--- src/rtl/sbm_pkg.sv ---
// Shared constants for the spectrum bar peak-hold meter.
// No dependencies; imported by sbm_front, sbm_back and the top level.
package sbm_pkg;

   localparam int LEN_W      = 11;
   localparam int GRAV_W     = 13;
   localparam int LEVEL_W    = 16;
   localparam int BIN_W      = 16;
   localparam int INDEX_W    = 4;
   localparam int CSR_DATA_W = 32;
   localparam int CSR_ADDR_W = 4;
   localparam int RSP_DATA_W = 40;

   localparam logic [LEVEL_W-1:0] Q_ONE       = 16'h8000;
   localparam logic [LEVEL_W-1:0] SPEED_MAX   = 16'hFFFF;
   localparam logic [LEVEL_W-1:0] LEVEL_RESET = 16'd1638;
   localparam logic [LEVEL_W-1:0] THR_RESET   = 16'd983;
   localparam logic [LEN_W-1:0]   LEN_RESET   = 11'd256;
   localparam logic [GRAV_W-1:0]  GRAV_RESET  = 13'd131;

endpackage

--- src/rtl/sbm_queue.sv ---
// Two-entry command queue between the front and back parts of the meter.
// Depends on nothing beyond its width parameter.
module sbm_queue #(
   parameter int W = 8
) (
   input  logic         clock,
   input  logic         reset,
   input  logic         push,
   input  logic [W-1:0] push_data,
   output logic         full,
   input  logic         pop,
   output logic         valid,
   output logic [W-1:0] head
);

   logic [W-1:0] mem_ff [2];
   logic         wr_ptr_ff, wr_ptr_in;
   logic         rd_ptr_ff, rd_ptr_in;
   logic [1:0]   count_ff, count_in;

   assign full  = (count_ff == 2'd2);
   assign valid = (count_ff != 2'd0);
   assign head  = mem_ff[rd_ptr_ff];

   always_comb begin
      wr_ptr_in = wr_ptr_ff ^ push;
      rd_ptr_in = rd_ptr_ff ^ pop;
      count_in  = count_ff + {1'b0, push} - {1'b0, pop};
   end

   always_ff @(posedge clock) begin
      if (reset) begin
         wr_ptr_ff <= 1'b0;
         rd_ptr_ff <= 1'b0;
         count_ff  <= 2'd0;
      end else begin
         wr_ptr_ff <= wr_ptr_in;
         rd_ptr_ff <= rd_ptr_in;
         count_ff  <= count_in;
      end
   end

   always_ff @(posedge clock) begin
      if (push) begin
         mem_ff[wr_ptr_ff] <= push_data;
      end
   end

endmodule

--- src/rtl/sbm_front.sv ---
// Front part: accepts bins, sums them per bar, tracks frame position and
// queues bar and end-of-frame commands. Uses sbm_pkg.
module sbm_front
   import sbm_pkg::*;
#(
   parameter int BARS    = 16,
   parameter int LEN_MAX = 1024,
   parameter int BP_W    = 5,
   parameter int P_W     = 7,
   parameter int SUM_W   = 23,
   parameter int FP_W    = 10,
   parameter int CMD_W   = 42
) (
   input  logic             clock,
   input  logic             reset,
   input  logic             req_tvalid,
   output logic             req_tready,
   input  logic [BIN_W-1:0] bin_value,
   input  logic [LEN_W-1:0] spectrum_length,
   output logic             cmd_push,
   output logic [CMD_W-1:0] cmd_data,
   input  logic             cmd_full
);

   typedef struct packed {
      logic             bar_valid;
      logic             frame_end;
      logic [BP_W-1:0]  bar_idx;
      logic [BP_W-1:0]  fill_from;
      logic [P_W-1:0]   group;
      logic [SUM_W-1:0] sum;
   } cmd_type;

   localparam int L2      = (BARS > 1) ? $clog2(BARS) : 0;
   localparam int K       = LEN_W + L2;
   localparam int RECIP_W = LEN_W + 2;
   localparam int PROD_W  = LEN_W + RECIP_W;
   localparam int RECIP   = ((1 << K) + BARS - 1) / BARS;

   logic [SUM_W-1:0]  sum_ff, sum_in;
   logic [P_W-1:0]    bins_ff, bins_in;
   logic [BP_W-1:0]   bar_pos_ff, bar_pos_in;
   logic [FP_W-1:0]   frame_pos_ff, frame_pos_in;

   logic [LEN_W-1:0]  len_eff;
   logic [PROD_W-1:0] prod;
   logic [PROD_W-1:0] quot;
   logic [P_W-1:0]    group;
   logic [SUM_W-1:0]  sum_add;
   logic [P_W-1:0]    bins_add;
   logic [LEN_W:0]    fp_next;
   logic              accept;
   cmd_type           cmd;

   assign req_tready = ~cmd_full;
   assign accept     = req_tvalid & req_tready;

   always_comb begin
      if (spectrum_length == '0) begin
         len_eff = LEN_W'(1);
      end else if (spectrum_length > LEN_W'(LEN_MAX)) begin
         len_eff = LEN_W'(LEN_MAX);
      end else begin
         len_eff = spectrum_length;
      end
   end

   assign prod  = PROD_W'(len_eff) * PROD_W'(RECIP);
   assign quot  = prod >> K;
   assign group = (quot == '0) ? P_W'(1) : quot[P_W-1:0];

   assign sum_add  = sum_ff + SUM_W'(bin_value);
   assign bins_add = bins_ff + P_W'(1);
   assign fp_next  = (LEN_W+1)'(frame_pos_ff) + (LEN_W+1)'(1);

   always_comb begin
      sum_in       = sum_ff;
      bins_in      = bins_ff;
      bar_pos_in   = bar_pos_ff;
      frame_pos_in = frame_pos_ff;
      cmd          = '0;
      cmd.group    = group;
      cmd.sum      = sum_add;
      cmd.bar_idx  = bar_pos_ff;
      if (accept) begin
         if (bar_pos_ff < BP_W'(BARS)) begin
            sum_in  = sum_add;
            bins_in = bins_add;
            if (bins_add >= group) begin
               cmd.bar_valid = 1'b1;
               bar_pos_in    = bar_pos_ff + BP_W'(1);
               sum_in        = '0;
               bins_in       = '0;
            end
         end
         cmd.fill_from = bar_pos_in;
         if (fp_next >= (LEN_W+1)'(len_eff)) begin
            cmd.frame_end = 1'b1;
            sum_in        = '0;
            bins_in       = '0;
            bar_pos_in    = '0;
            frame_pos_in  = '0;
         end else begin
            frame_pos_in = fp_next[FP_W-1:0];
         end
      end
   end

   assign cmd_push = accept & (cmd.bar_valid | cmd.frame_end);
   assign cmd_data = cmd;

   always_ff @(posedge clock) begin
      if (reset) begin
         sum_ff       <= '0;
         bins_ff      <= '0;
         bar_pos_ff   <= '0;
         frame_pos_ff <= '0;
      end else begin
         sum_ff       <= sum_in;
         bins_ff      <= bins_in;
         bar_pos_ff   <= bar_pos_in;
         frame_pos_ff <= frame_pos_in;
      end
   end

endmodule

--- src/rtl/sbm_div.sv ---
// Restoring divider, one quotient bit per cycle, for the bar average.
// Uses no package items.
module sbm_div #(
   parameter int SUM_W = 23,
   parameter int P_W   = 7
) (
   input  logic             clock,
   input  logic             reset,
   input  logic             start,
   input  logic [SUM_W-1:0] dividend,
   input  logic [P_W-1:0]   divisor,
   output logic             done,
   output logic [SUM_W-1:0] quotient
);

   localparam int CNT_W = $clog2(SUM_W + 1);

   logic [SUM_W-1:0] quo_ff, quo_in;
   logic [P_W-1:0]   rem_ff, rem_in;
   logic [P_W-1:0]   div_ff, div_in;
   logic [CNT_W-1:0] cnt_ff, cnt_in;
   logic             busy_ff, busy_in;
   logic             done_ff, done_in;
   logic [P_W:0]     trial;
   logic [P_W:0]     diff;
   logic             take;

   assign trial = {rem_ff, quo_ff[SUM_W-1]};
   assign diff  = trial - {1'b0, div_ff};
   assign take  = (trial >= {1'b0, div_ff});

   always_comb begin
      quo_in  = quo_ff;
      rem_in  = rem_ff;
      div_in  = div_ff;
      cnt_in  = cnt_ff;
      busy_in = busy_ff;
      done_in = 1'b0;
      if (start) begin
         quo_in  = dividend;
         rem_in  = '0;
         div_in  = divisor;
         cnt_in  = CNT_W'(SUM_W);
         busy_in = 1'b1;
      end else if (busy_ff) begin
         rem_in = take ? diff[P_W-1:0] : trial[P_W-1:0];
         quo_in = {quo_ff[SUM_W-2:0], take};
         cnt_in = cnt_ff - CNT_W'(1);
         if (cnt_ff == CNT_W'(1)) begin
            busy_in = 1'b0;
            done_in = 1'b1;
         end
      end
   end

   always_ff @(posedge clock) begin
      if (reset) begin
         busy_ff <= 1'b0;
         done_ff <= 1'b0;
         cnt_ff  <= '0;
      end else begin
         busy_ff <= busy_in;
         done_ff <= done_in;
         cnt_ff  <= cnt_in;
      end
   end

   always_ff @(posedge clock) begin
      quo_ff <= quo_in;
      rem_ff <= rem_in;
      div_ff <= div_in;
   end

   assign done     = done_ff;
   assign quotient = quo_ff;

endmodule

--- src/rtl/sbm_back.sv ---
// Back part: divides, clamps, updates peak, fall speed and shown height per
// bar, fills missing bars at frame end. Uses sbm_pkg and sbm_div.
module sbm_back
   import sbm_pkg::*;
#(
   parameter int BARS  = 16,
   parameter int BP_W  = 5,
   parameter int P_W   = 7,
   parameter int SUM_W = 23,
   parameter int CMD_W = 42
) (
   input  logic                  clock,
   input  logic                  reset,
   input  logic                  cmd_valid,
   input  logic [CMD_W-1:0]      cmd_head,
   output logic                  cmd_pop,
   input  logic [GRAV_W-1:0]     gravity_step,
   input  logic [LEVEL_W-1:0]    floor_level,
   input  logic [LEVEL_W-1:0]    change_threshold,
   output logic                  rsp_tvalid,
   input  logic                  rsp_tready,
   output logic [RSP_DATA_W-1:0] rsp_tdata,
   output logic                  rsp_tlast
);

   typedef struct packed {
      logic             bar_valid;
      logic             frame_end;
      logic [BP_W-1:0]  bar_idx;
      logic [BP_W-1:0]  fill_from;
      logic [P_W-1:0]   group;
      logic [SUM_W-1:0] sum;
   } cmd_type;

   typedef enum logic [4:0] {
      ST_IDLE   = 5'b00001,
      ST_DIV    = 5'b00010,
      ST_READ   = 5'b00100,
      ST_UPDATE = 5'b01000,
      ST_NEXT   = 5'b10000
   } state_type;

   localparam int BAR_W = (BARS > 1) ? $clog2(BARS) : 1;
   localparam int ENT_W = 3 * LEVEL_W;

   cmd_type              head;
   state_type            state_ff, state_in;
   logic [BP_W-1:0]      bar_ff, bar_in;
   logic [BP_W-1:0]      next_bar_ff, next_bar_in;
   logic                 end_ff, end_in;
   logic [LEVEL_W-1:0]   height_ff, height_in;
   logic                 any_ff, any_in;
   logic [BARS-1:0]      valid_ff, valid_in;
   logic                 rsp_valid_ff, rsp_valid_in;
   logic [BP_W-1:0]      rsp_bar_ff, rsp_bar_in;
   logic [LEVEL_W-1:0]   rsp_height_ff, rsp_height_in;
   logic [LEVEL_W-1:0]   rsp_peak_ff, rsp_peak_in;
   logic                 rsp_redraw_ff, rsp_redraw_in;
   logic                 rsp_last_ff, rsp_last_in;
   logic                 rsp_frame_ff, rsp_frame_in;

   logic [ENT_W-1:0]     bar_mem [BARS];
   logic [ENT_W-1:0]     rd_data_ff;
   logic                 rd_valid_ff;
   logic [BAR_W-1:0]     idx;
   logic                 mem_we;

   logic                 div_start;
   logic                 div_done;
   logic [SUM_W-1:0]     div_quo;
   logic [SUM_W-1:0]     floor_wide;
   logic [SUM_W-1:0]     avg_low;
   logic [LEVEL_W-1:0]   avg_h;
   logic [LEVEL_W-1:0]   fill_h;

   logic [LEVEL_W-1:0]   pk, sp, sh;
   logic [LEVEL_W:0]     speed_sum;
   logic [LEVEL_W-1:0]   speed_sat;
   logic [LEVEL_W+1:0]   drop;
   logic [LEVEL_W-1:0]   new_peak, new_speed, new_shown;
   logic [LEVEL_W-1:0]   delta;
   logic                 redraw;
   logic                 is_last;
   logic                 out_free;
   logic [31:0]          bar_ext;

   assign head = cmd_head;
   assign idx  = bar_ff[BAR_W-1:0];

   sbm_div #(
      .SUM_W (SUM_W),
      .P_W   (P_W)
   ) u_div (
      .clock    (clock),
      .reset    (reset),
      .start    (div_start),
      .dividend (head.sum),
      .divisor  (head.group),
      .done     (div_done),
      .quotient (div_quo)
   );

   assign cmd_pop   = (state_ff == ST_IDLE) & cmd_valid;
   assign div_start = cmd_pop & head.bar_valid;

   assign floor_wide = SUM_W'(floor_level);
   assign avg_low    = (div_quo < floor_wide) ? floor_wide : div_quo;
   assign avg_h      = (avg_low > SUM_W'(Q_ONE)) ? Q_ONE : avg_low[LEVEL_W-1:0];
   assign fill_h     = (floor_level > Q_ONE) ? Q_ONE : floor_level;

   always_comb begin
      pk = rd_valid_ff ? rd_data_ff[LEVEL_W-1:0]           : LEVEL_RESET;
      sp = rd_valid_ff ? rd_data_ff[2*LEVEL_W-1:LEVEL_W]   : '0;
      sh = rd_valid_ff ? rd_data_ff[ENT_W-1:2*LEVEL_W]     : LEVEL_RESET;
      speed_sum = (LEVEL_W+1)'(sp) + (LEVEL_W+1)'(gravity_step);
      speed_sat = speed_sum[LEVEL_W] ? SPEED_MAX : speed_sum[LEVEL_W-1:0];
      drop      = (LEVEL_W+2)'(pk) - (LEVEL_W+2)'(speed_sat);
      if (height_ff >= pk) begin
         new_peak  = height_ff;
         new_speed = '0;
      end else if ($signed(drop) < $signed((LEVEL_W+2)'(height_ff))) begin
         new_peak  = height_ff;
         new_speed = '0;
      end else begin
         new_peak  = drop[LEVEL_W-1:0];
         new_speed = speed_sat;
      end
      delta     = (height_ff > sh) ? (height_ff - sh) : (sh - height_ff);
      redraw    = (delta > change_threshold);
      new_shown = redraw ? height_ff : sh;
   end

   assign is_last  = (bar_ff == BP_W'(BARS - 1));
   assign out_free = ~rsp_valid_ff | rsp_tready;

   always_comb begin
      state_in      = state_ff;
      bar_in        = bar_ff;
      next_bar_in   = next_bar_ff;
      end_in        = end_ff;
      height_in     = height_ff;
      any_in        = any_ff;
      valid_in      = valid_ff;
      rsp_valid_in  = rsp_valid_ff & ~rsp_tready;
      rsp_bar_in    = rsp_bar_ff;
      rsp_height_in = rsp_height_ff;
      rsp_peak_in   = rsp_peak_ff;
      rsp_redraw_in = rsp_redraw_ff;
      rsp_last_in   = rsp_last_ff;
      rsp_frame_in  = rsp_frame_ff;
      mem_we        = 1'b0;
      case (state_ff)
         ST_IDLE: begin
            if (cmd_valid) begin
               bar_in      = head.bar_idx;
               next_bar_in = head.fill_from;
               end_in      = head.frame_end;
               state_in    = head.bar_valid ? ST_DIV : ST_NEXT;
            end
         end
         ST_DIV: begin
            if (div_done) begin
               height_in = avg_h;
               state_in  = ST_READ;
            end
         end
         ST_READ: begin
            state_in = ST_UPDATE;
         end
         ST_UPDATE: begin
            if (out_free) begin
               mem_we        = 1'b1;
               valid_in[idx] = 1'b1;
               rsp_valid_in  = 1'b1;
               rsp_bar_in    = bar_ff;
               rsp_height_in = height_ff;
               rsp_peak_in   = new_peak;
               rsp_redraw_in = redraw;
               rsp_last_in   = is_last;
               rsp_frame_in  = is_last & (any_ff | redraw);
               any_in        = any_ff | redraw;
               next_bar_in   = bar_ff + BP_W'(1);
               state_in      = ST_NEXT;
            end
         end
         ST_NEXT: begin
            if (end_ff && (next_bar_ff < BP_W'(BARS))) begin
               bar_in    = next_bar_ff;
               height_in = fill_h;
               state_in  = ST_READ;
            end else begin
               if (end_ff) begin
                  any_in = 1'b0;
               end
               state_in = ST_IDLE;
            end
         end
         default: begin
            state_in = ST_IDLE;
         end
      endcase
   end

   always_ff @(posedge clock) begin
      if (reset) begin
         state_ff     <= ST_IDLE;
         any_ff       <= 1'b0;
         valid_ff     <= '0;
         rsp_valid_ff <= 1'b0;
      end else begin
         state_ff     <= state_in;
         any_ff       <= any_in;
         valid_ff     <= valid_in;
         rsp_valid_ff <= rsp_valid_in;
      end
   end

   always_ff @(posedge clock) begin
      bar_ff        <= bar_in;
      next_bar_ff   <= next_bar_in;
      end_ff        <= end_in;
      height_ff     <= height_in;
      rsp_bar_ff    <= rsp_bar_in;
      rsp_height_ff <= rsp_height_in;
      rsp_peak_ff   <= rsp_peak_in;
      rsp_redraw_ff <= rsp_redraw_in;
      rsp_last_ff   <= rsp_last_in;
      rsp_frame_ff  <= rsp_frame_in;
   end

   always_ff @(posedge clock) begin
      if (mem_we) begin
         bar_mem[idx] <= {new_shown, new_speed, new_peak};
      end
      rd_data_ff  <= bar_mem[idx];
      rd_valid_ff <= valid_ff[idx];
   end

   assign bar_ext    = 32'(rsp_bar_ff);
   assign rsp_tvalid = rsp_valid_ff;
   assign rsp_tlast  = rsp_last_ff;
   assign rsp_tdata  = {2'b00, rsp_frame_ff, rsp_redraw_ff, rsp_peak_ff, rsp_height_ff,
                        bar_ext[INDEX_W-1:0]};

   a_peak_above_bar: assert property (@(posedge clock) disable iff (reset)
      rsp_valid_ff |-> (rsp_peak_ff >= rsp_height_ff))
      else $error("peak below bar height");

   a_height_range: assert property (@(posedge clock) disable iff (reset)
      rsp_valid_ff |-> (rsp_height_ff <= Q_ONE))
      else $error("bar height above one");

   a_frame_flag_on_last: assert property (@(posedge clock) disable iff (reset)
      (rsp_valid_ff && rsp_frame_ff) |-> rsp_last_ff)
      else $error("frame redraw flag off the last bar");

   a_div_done_waited: assert property (@(posedge clock) disable iff (reset)
      div_done |-> (state_ff == ST_DIV))
      else $error("divider finished outside the divide state");

endmodule

--- src/rtl/spectrum_bar_peak_hold_meter.sv ---
// Spectrum bar peak-hold meter: top level with register block and queue.
// Depends on sbm_pkg, sbm_front, sbm_queue, sbm_div and sbm_back.
//
// Input beats on req_* carry one spectrum bin each; frames of spectrum_length
// bins are grouped into BARS bars. Each finished bar yields one beat on rsp_*
// with its height, peak, redraw flags and tlast on the final bar of a frame.
// A frame shorter than BARS bins yields the missing bars, at floor level, right
// after its last bin.
// The beat that completes a bar pushes a command into the queue; the back
// pops it and runs the divider (SUM_W = 16 + bits of the largest group, 23 by
// default, one divider bit per cycle), then the read and update states put
// the result in the rsp_* register. Each filled bar passes the next, read and
// update states. The front accepts a bin per cycle while the two-entry command
// queue has room; the back handles one command at a time.
// A stalled rsp_tready holds the result register; the back waits, the queue
// fills, and req_tready then drops.
// Reset restores the register defaults, empties the queue and sets every peak
// and shown height to the default floor and every fall speed to zero.
module spectrum_bar_peak_hold_meter
   import sbm_pkg::*;
#(
   parameter int BARS         = 16,
   parameter int MAX_SPECTRUM = 1024
) (
   input  logic                  clock,
   input  logic                  reset,
   input  logic                  req_tvalid,
   output logic                  req_tready,
   input  logic [BIN_W-1:0]      req_tdata,    // [15:0] bin_value
   output logic                  rsp_tvalid,
   input  logic                  rsp_tready,
   // [3:0] bar_index, [19:4] bar_height, [35:20] peak_level,
   // [36] height_redrawn, [37] frame_redrawn, [39:38] zero
   output logic [RSP_DATA_W-1:0] rsp_tdata,
   output logic                  rsp_tlast,    // last_bar
   input  logic                  csr_psel,
   input  logic                  csr_penable,
   input  logic                  csr_pwrite,
   input  logic [CSR_ADDR_W-1:0] csr_paddr,
   input  logic [CSR_DATA_W-1:0] csr_pwdata,
   output logic [CSR_DATA_W-1:0] csr_prdata,
   output logic                  csr_pready
);

   localparam int LEN_MAX = (MAX_SPECTRUM < 2047) ? MAX_SPECTRUM : 2047;
   localparam int PMAX    = (LEN_MAX / BARS > 0) ? LEN_MAX / BARS : 1;
   localparam int P_W     = $clog2(PMAX + 1);
   localparam int SUM_W   = BIN_W + P_W;
   localparam int BP_W    = $clog2(BARS + 1);
   localparam int FP_W    = $clog2(LEN_MAX);
   localparam int CMD_W   = 2 + 2 * BP_W + P_W + SUM_W;

   typedef enum logic [1:0] {
      REG_LENGTH    = 2'd0,
      REG_GRAVITY   = 2'd1,
      REG_FLOOR     = 2'd2,
      REG_THRESHOLD = 2'd3
   } reg_index_type;

   logic [LEN_W-1:0]   len_ff;
   logic [GRAV_W-1:0]  grav_ff;
   logic [LEVEL_W-1:0] floor_ff;
   logic [LEVEL_W-1:0] thr_ff;
   reg_index_type      reg_index;
   logic               csr_write;

   logic               cmd_push;
   logic [CMD_W-1:0]   cmd_data;
   logic               cmd_full;
   logic               cmd_pop;
   logic               cmd_valid;
   logic [CMD_W-1:0]   cmd_head;

   assign csr_pready = 1'b1;
   assign reg_index  = reg_index_type'(csr_paddr[3:2]);
   assign csr_write  = csr_psel & csr_penable & csr_pwrite & csr_pready;

   always_ff @(posedge clock) begin
      if (reset) begin
         len_ff   <= LEN_RESET;
         grav_ff  <= GRAV_RESET;
         floor_ff <= LEVEL_RESET;
         thr_ff   <= THR_RESET;
      end else if (csr_write) begin
         case (reg_index)
            REG_LENGTH:    len_ff   <= csr_pwdata[LEN_W-1:0];
            REG_GRAVITY:   grav_ff  <= csr_pwdata[GRAV_W-1:0];
            REG_FLOOR:     floor_ff <= csr_pwdata[LEVEL_W-1:0];
            REG_THRESHOLD: thr_ff   <= csr_pwdata[LEVEL_W-1:0];
            default: begin
            end
         endcase
      end
   end

   always_comb begin
      case (reg_index)
         REG_LENGTH:    csr_prdata = CSR_DATA_W'(len_ff);
         REG_GRAVITY:   csr_prdata = CSR_DATA_W'(grav_ff);
         REG_FLOOR:     csr_prdata = CSR_DATA_W'(floor_ff);
         REG_THRESHOLD: csr_prdata = CSR_DATA_W'(thr_ff);
         default:       csr_prdata = '0;
      endcase
   end

   sbm_front #(
      .BARS    (BARS),
      .LEN_MAX (LEN_MAX),
      .BP_W    (BP_W),
      .P_W     (P_W),
      .SUM_W   (SUM_W),
      .FP_W    (FP_W),
      .CMD_W   (CMD_W)
   ) u_front (
      .clock           (clock),
      .reset           (reset),
      .req_tvalid      (req_tvalid),
      .req_tready      (req_tready),
      .bin_value       (req_tdata),
      .spectrum_length (len_ff),
      .cmd_push        (cmd_push),
      .cmd_data        (cmd_data),
      .cmd_full        (cmd_full)
   );

   sbm_queue #(
      .W (CMD_W)
   ) u_queue (
      .clock     (clock),
      .reset     (reset),
      .push      (cmd_push),
      .push_data (cmd_data),
      .full      (cmd_full),
      .pop       (cmd_pop),
      .valid     (cmd_valid),
      .head      (cmd_head)
   );

   sbm_back #(
      .BARS  (BARS),
      .BP_W  (BP_W),
      .P_W   (P_W),
      .SUM_W (SUM_W),
      .CMD_W (CMD_W)
   ) u_back (
      .clock            (clock),
      .reset            (reset),
      .cmd_valid        (cmd_valid),
      .cmd_head         (cmd_head),
      .cmd_pop          (cmd_pop),
      .gravity_step     (grav_ff),
      .floor_level      (floor_ff),
      .change_threshold (thr_ff),
      .rsp_tvalid       (rsp_tvalid),
      .rsp_tready       (rsp_tready),
      .rsp_tdata        (rsp_tdata),
      .rsp_tlast        (rsp_tlast)
   );

endmodule
--- config.mk ---
export PLATFORM = sky130hd
export DESIGN_NAME = spectrum_bar_peak_hold_meter
export DESIGN_NICKNAME = d
export VERILOG_FILES = /design/src/rtl/sbm_pkg.sv /design/src/rtl/sbm_queue.sv /design/src/rtl/sbm_front.sv /design/src/rtl/sbm_div.sv /design/src/rtl/sbm_back.sv /design/src/rtl/spectrum_bar_peak_hold_meter.sv
export SDC_FILE = /design/constraint.sdc
export NUM_CORES = 2
export LEC_CHECK = 0
export ABC_AREA = 1
export BUFFER_PORTS_ARGS = -buffer_cell sky130_fd_sc_hd__buf_4
export CAP_MARGIN = 10
export CORE_ASPECT_RATIO = 2
export CORE_MARGIN = 2
export CORE_UTILIZATION = 37
export CTS_CLUSTER_DIAMETER = 200
export DETAILED_ROUTE_END_ITERATION = 10
export GPL_ROUTABILITY_DRIVEN = 0
export REMOVE_ABC_BUFFERS = 1
export SYNTH_ARGS = -nofsm -noshare
export SYNTH_HDL_FRONTEND = slang
export SYNTH_SLANG_ARGS = --single-unit
--- constraint.sdc ---
create_clock -name clock -period 12.6 [get_ports clock]
set_input_delay 0 -clock clock [delete_from_list [all_inputs] [get_ports clock]]
set_output_delay 0 -clock clock [all_outputs]
set_load 0.05 [all_outputs]
==> impl_results.md <==
* Hold Path Class: in2reg
* Most frequent cells in the layout: edfxtp_1 (948), nand2_1 (866), o21ai_0 (589), nor2_1 (580), inv_1 (338)
* Maximum clock insertion buffer count at 3
* Register area share after synthesis at 0.632
* Via count at 36,700
* Fmax at ~0.15 GHz
* DRT Pass-1 Iters at 6
* Final net count at 5,178
* Vias per cell at 5.42
* Most common cell after layout, fill and taps aside: edfxtp_1
* Remaining Overflow, GRT at 0
* CP Class: reg2reg
* Outcome: finished, final reports clean
* Die Span X at ~270 µm
* Min Tclk post-route at between 6 and 7 ns
* Cell area after synthesis at roughly 51,000 µm²
* Yosys warnings at 0
* Layout Cells excl Fill at a little under 7,000
* Pleak at around 21 nW
* Post-route setup slack at between 5 and 6 ns
* DP HPWL at a little over 90,000 µm
* CP Data Required Time at 12.95 ns
* First-pass GRT wire length at around 220,000 µm
* Max-cap violations at 0
* CP max stage delay at between 0.9 and 1 ns
* Synthesized flop and latch total at roughly 1,100
* Detail Route Antenna Nets at 0
* CTS resizes at 0
* Syn_area_per_cell at between 10 and 15 µm²
* # DRC at 0
* Critical-path top delay cell: nor3_2
* Family with the most delay on the worst path: simple AND/OR/NAND/NOR gates
* Slew headroom at 0.174
* Clock root buffer: clkbuf_16
* Setup repair after global routing missed its margin: no
* Clk_skew at approximately 0.028 ns
* Syn-to-layout area delta at 12.4%
* IO Pins at between 100 and 150
* Clk Latency, worst-skew pair at just over 0.7 ns
* Core Region at roughly 140,000 µm²
* Fin crit share at 0.546
* PortBufs at 97
* Primary FF master, synth: edfxtp_1
* Power, Total at 12.7 mW
* Asr flop ratio synth at 0
* Initial antenna violation count at 1
* Crit. End Element: flop
* Initial core utilization at 0.373
* CP startpoint kind: flop
* Data arrival, critical path at between 7 and 8 ns
* CTS Buf Count at 95
* H-tree Lvls at 3
* Finished Core Util at 0.419
* Syn Inst Count at just under 5,000
* Final hold violation count at 0
* CTS tree: built
* Worst R2R Setup Slack at between 5 and 6 ns
* Post-synth EDFFs at 948
* Row Count at around 190
* Slew Limit Fails at 0
* Quantity of hold-fixing buffers added after cts at 42
* Die span in y at roughly 530 µm
* Clk slew on worst S/H paths at 0.07 ns
* Peak VDD IR at about 0.21 mV
* DR iter-0 viols at approximately 2,800
* CP bufs+invs at 3
* Sinks on Clock Net at around 1,100
* Total Routed Length at between 100,000 and 150,000 µm
* Die area at between 100,000 and 150,000 µm²
* Setup WS pre-CTS at about 5.8 ns
* Yosys cell types at 65
* Fin Setup TNS at 0 ns
* Critical path's most frequent cell: nand2_1
* Worst-margin pin slew at between 1 and 1.5 ns
* PD cells at 222 nW/µm²
* GR Util All Layers at 0.207
* Share of cells above drive strength 1 at 0.0825
* DP Cell Count at 6,543
* Largest net degree at the start of global routing at 154
* Number of global-route vias before repair at ~36,000
* Routed WL per cell at 22.1 µm
* Post-CTS Setup Bufs at 0
* Final setup vio count at 0
* Crit path max fanout at 38
tightest hold or removal path: stages:
cell,delay (ns)
buf_4,0.08
nand2_1,0.42
nand2_1,0.18
a21oi_1,0.05
stage by stage:
step                      hold slack, ns  instance area (µm²)
after floorplan                   0.0667                50100
after global placement             0.255                53700
after detailed placement           0.262                53700
after CTS                         0.0504                57400
after global routing               0.106                57400
final                             0.0908                57400
flip-flops by register name, summed over array words and instances (netlist names), 11 cells and up:
signal and cells:
grav_ff 13, u_back.rd_data_ff 48, u_queue.mem_ff 84, u_back.rsp_height_ff 16
floor_ff 16, u_back.valid_ff 16, u_back.u_div.quotient 23, len_ff 11
u_front.sum_ff 23, thr_ff 16, u_back.rsp_peak_ff 16, u_back.height_ff 16
u_back.bar_mem 768
final timing paths:
path	from	end	cells past startpoint
max	u_back.rd_valid_ff	u_back.bar_mem[6][17]	28
min	req_tvalid	u_front.frame_pos_ff[7]	4
max reg2reg	u_back.rd_valid_ff	u_back.bar_mem[6][17]	28
min reg2reg	u_back.valid_ff[5]	u_back.valid_ff[5]	1
synth_stat cells, drive strengths merged, types with 57 or more instances:
master,count,share of area
o21ai,592,0.058
a21oi,214,0.021
edfxtp,948,0.56
dfxtp,191,0.075
nor2,604,0.045
inv,346,0.025
ha,177,0.043
xor2,57,0.0098
clkbuf,193,0.014
o22ai,198,0.024
nand3,91,0.0092
nand2,891,0.067
nand4,84,0.010
area by class of cell:
class / count / area (µm²)
antenna: 1 / 2.50
tap: 1746 / 2180
clock inverter: 52 / 658
clock buffer: 126 / 2620
sequential: 1139 / 32300
multi-input combinational: 3139 / 16600
timing repair buffer: 211 / 1730
fill: 12900 / 79500
inverter: 350 / 1330
report_power, final:
part | internal, mW | switching [mW] | total, mW
combinational | 1.33 | 3.32 | 4.66
clock | 1.73 | 1.39 | 3.12
sequential | 4.77 | 0.192 | 4.96
total | 7.83 | 4.91 | 12.7
cells by family (layout without fill, tap and decap cells):
logic type / Yosys count / in the layout / share of synthesized area
AND/OR/NAND/NOR: 1744 / 1744 / 0.141
flip-flops: 1139 / 1139 / 0.632
AO/OA/AOI/OAI: 1105 / 1105 / 0.119
buffers and inverters: 597 / 739 / 0.0469
adder cells (fa/ha/maj): 183 / 183 / 0.0457
XOR/XNOR: 76 / 76 / 0.0130
multiplexers: 12 / 12 / 0.00257
other: 2 / 20 / 0.000147
layer usage:
layer	wire length [µm]	global-route usage	vias up
met2	80000	0.395	1157
met3	6730	0.0237	378
met4	8940	0.118	0
li1	-	-	17200
met1	53600	0.217	18000
met5	0	0	-
Note: power is estimated with default switching activity, not from simulation.
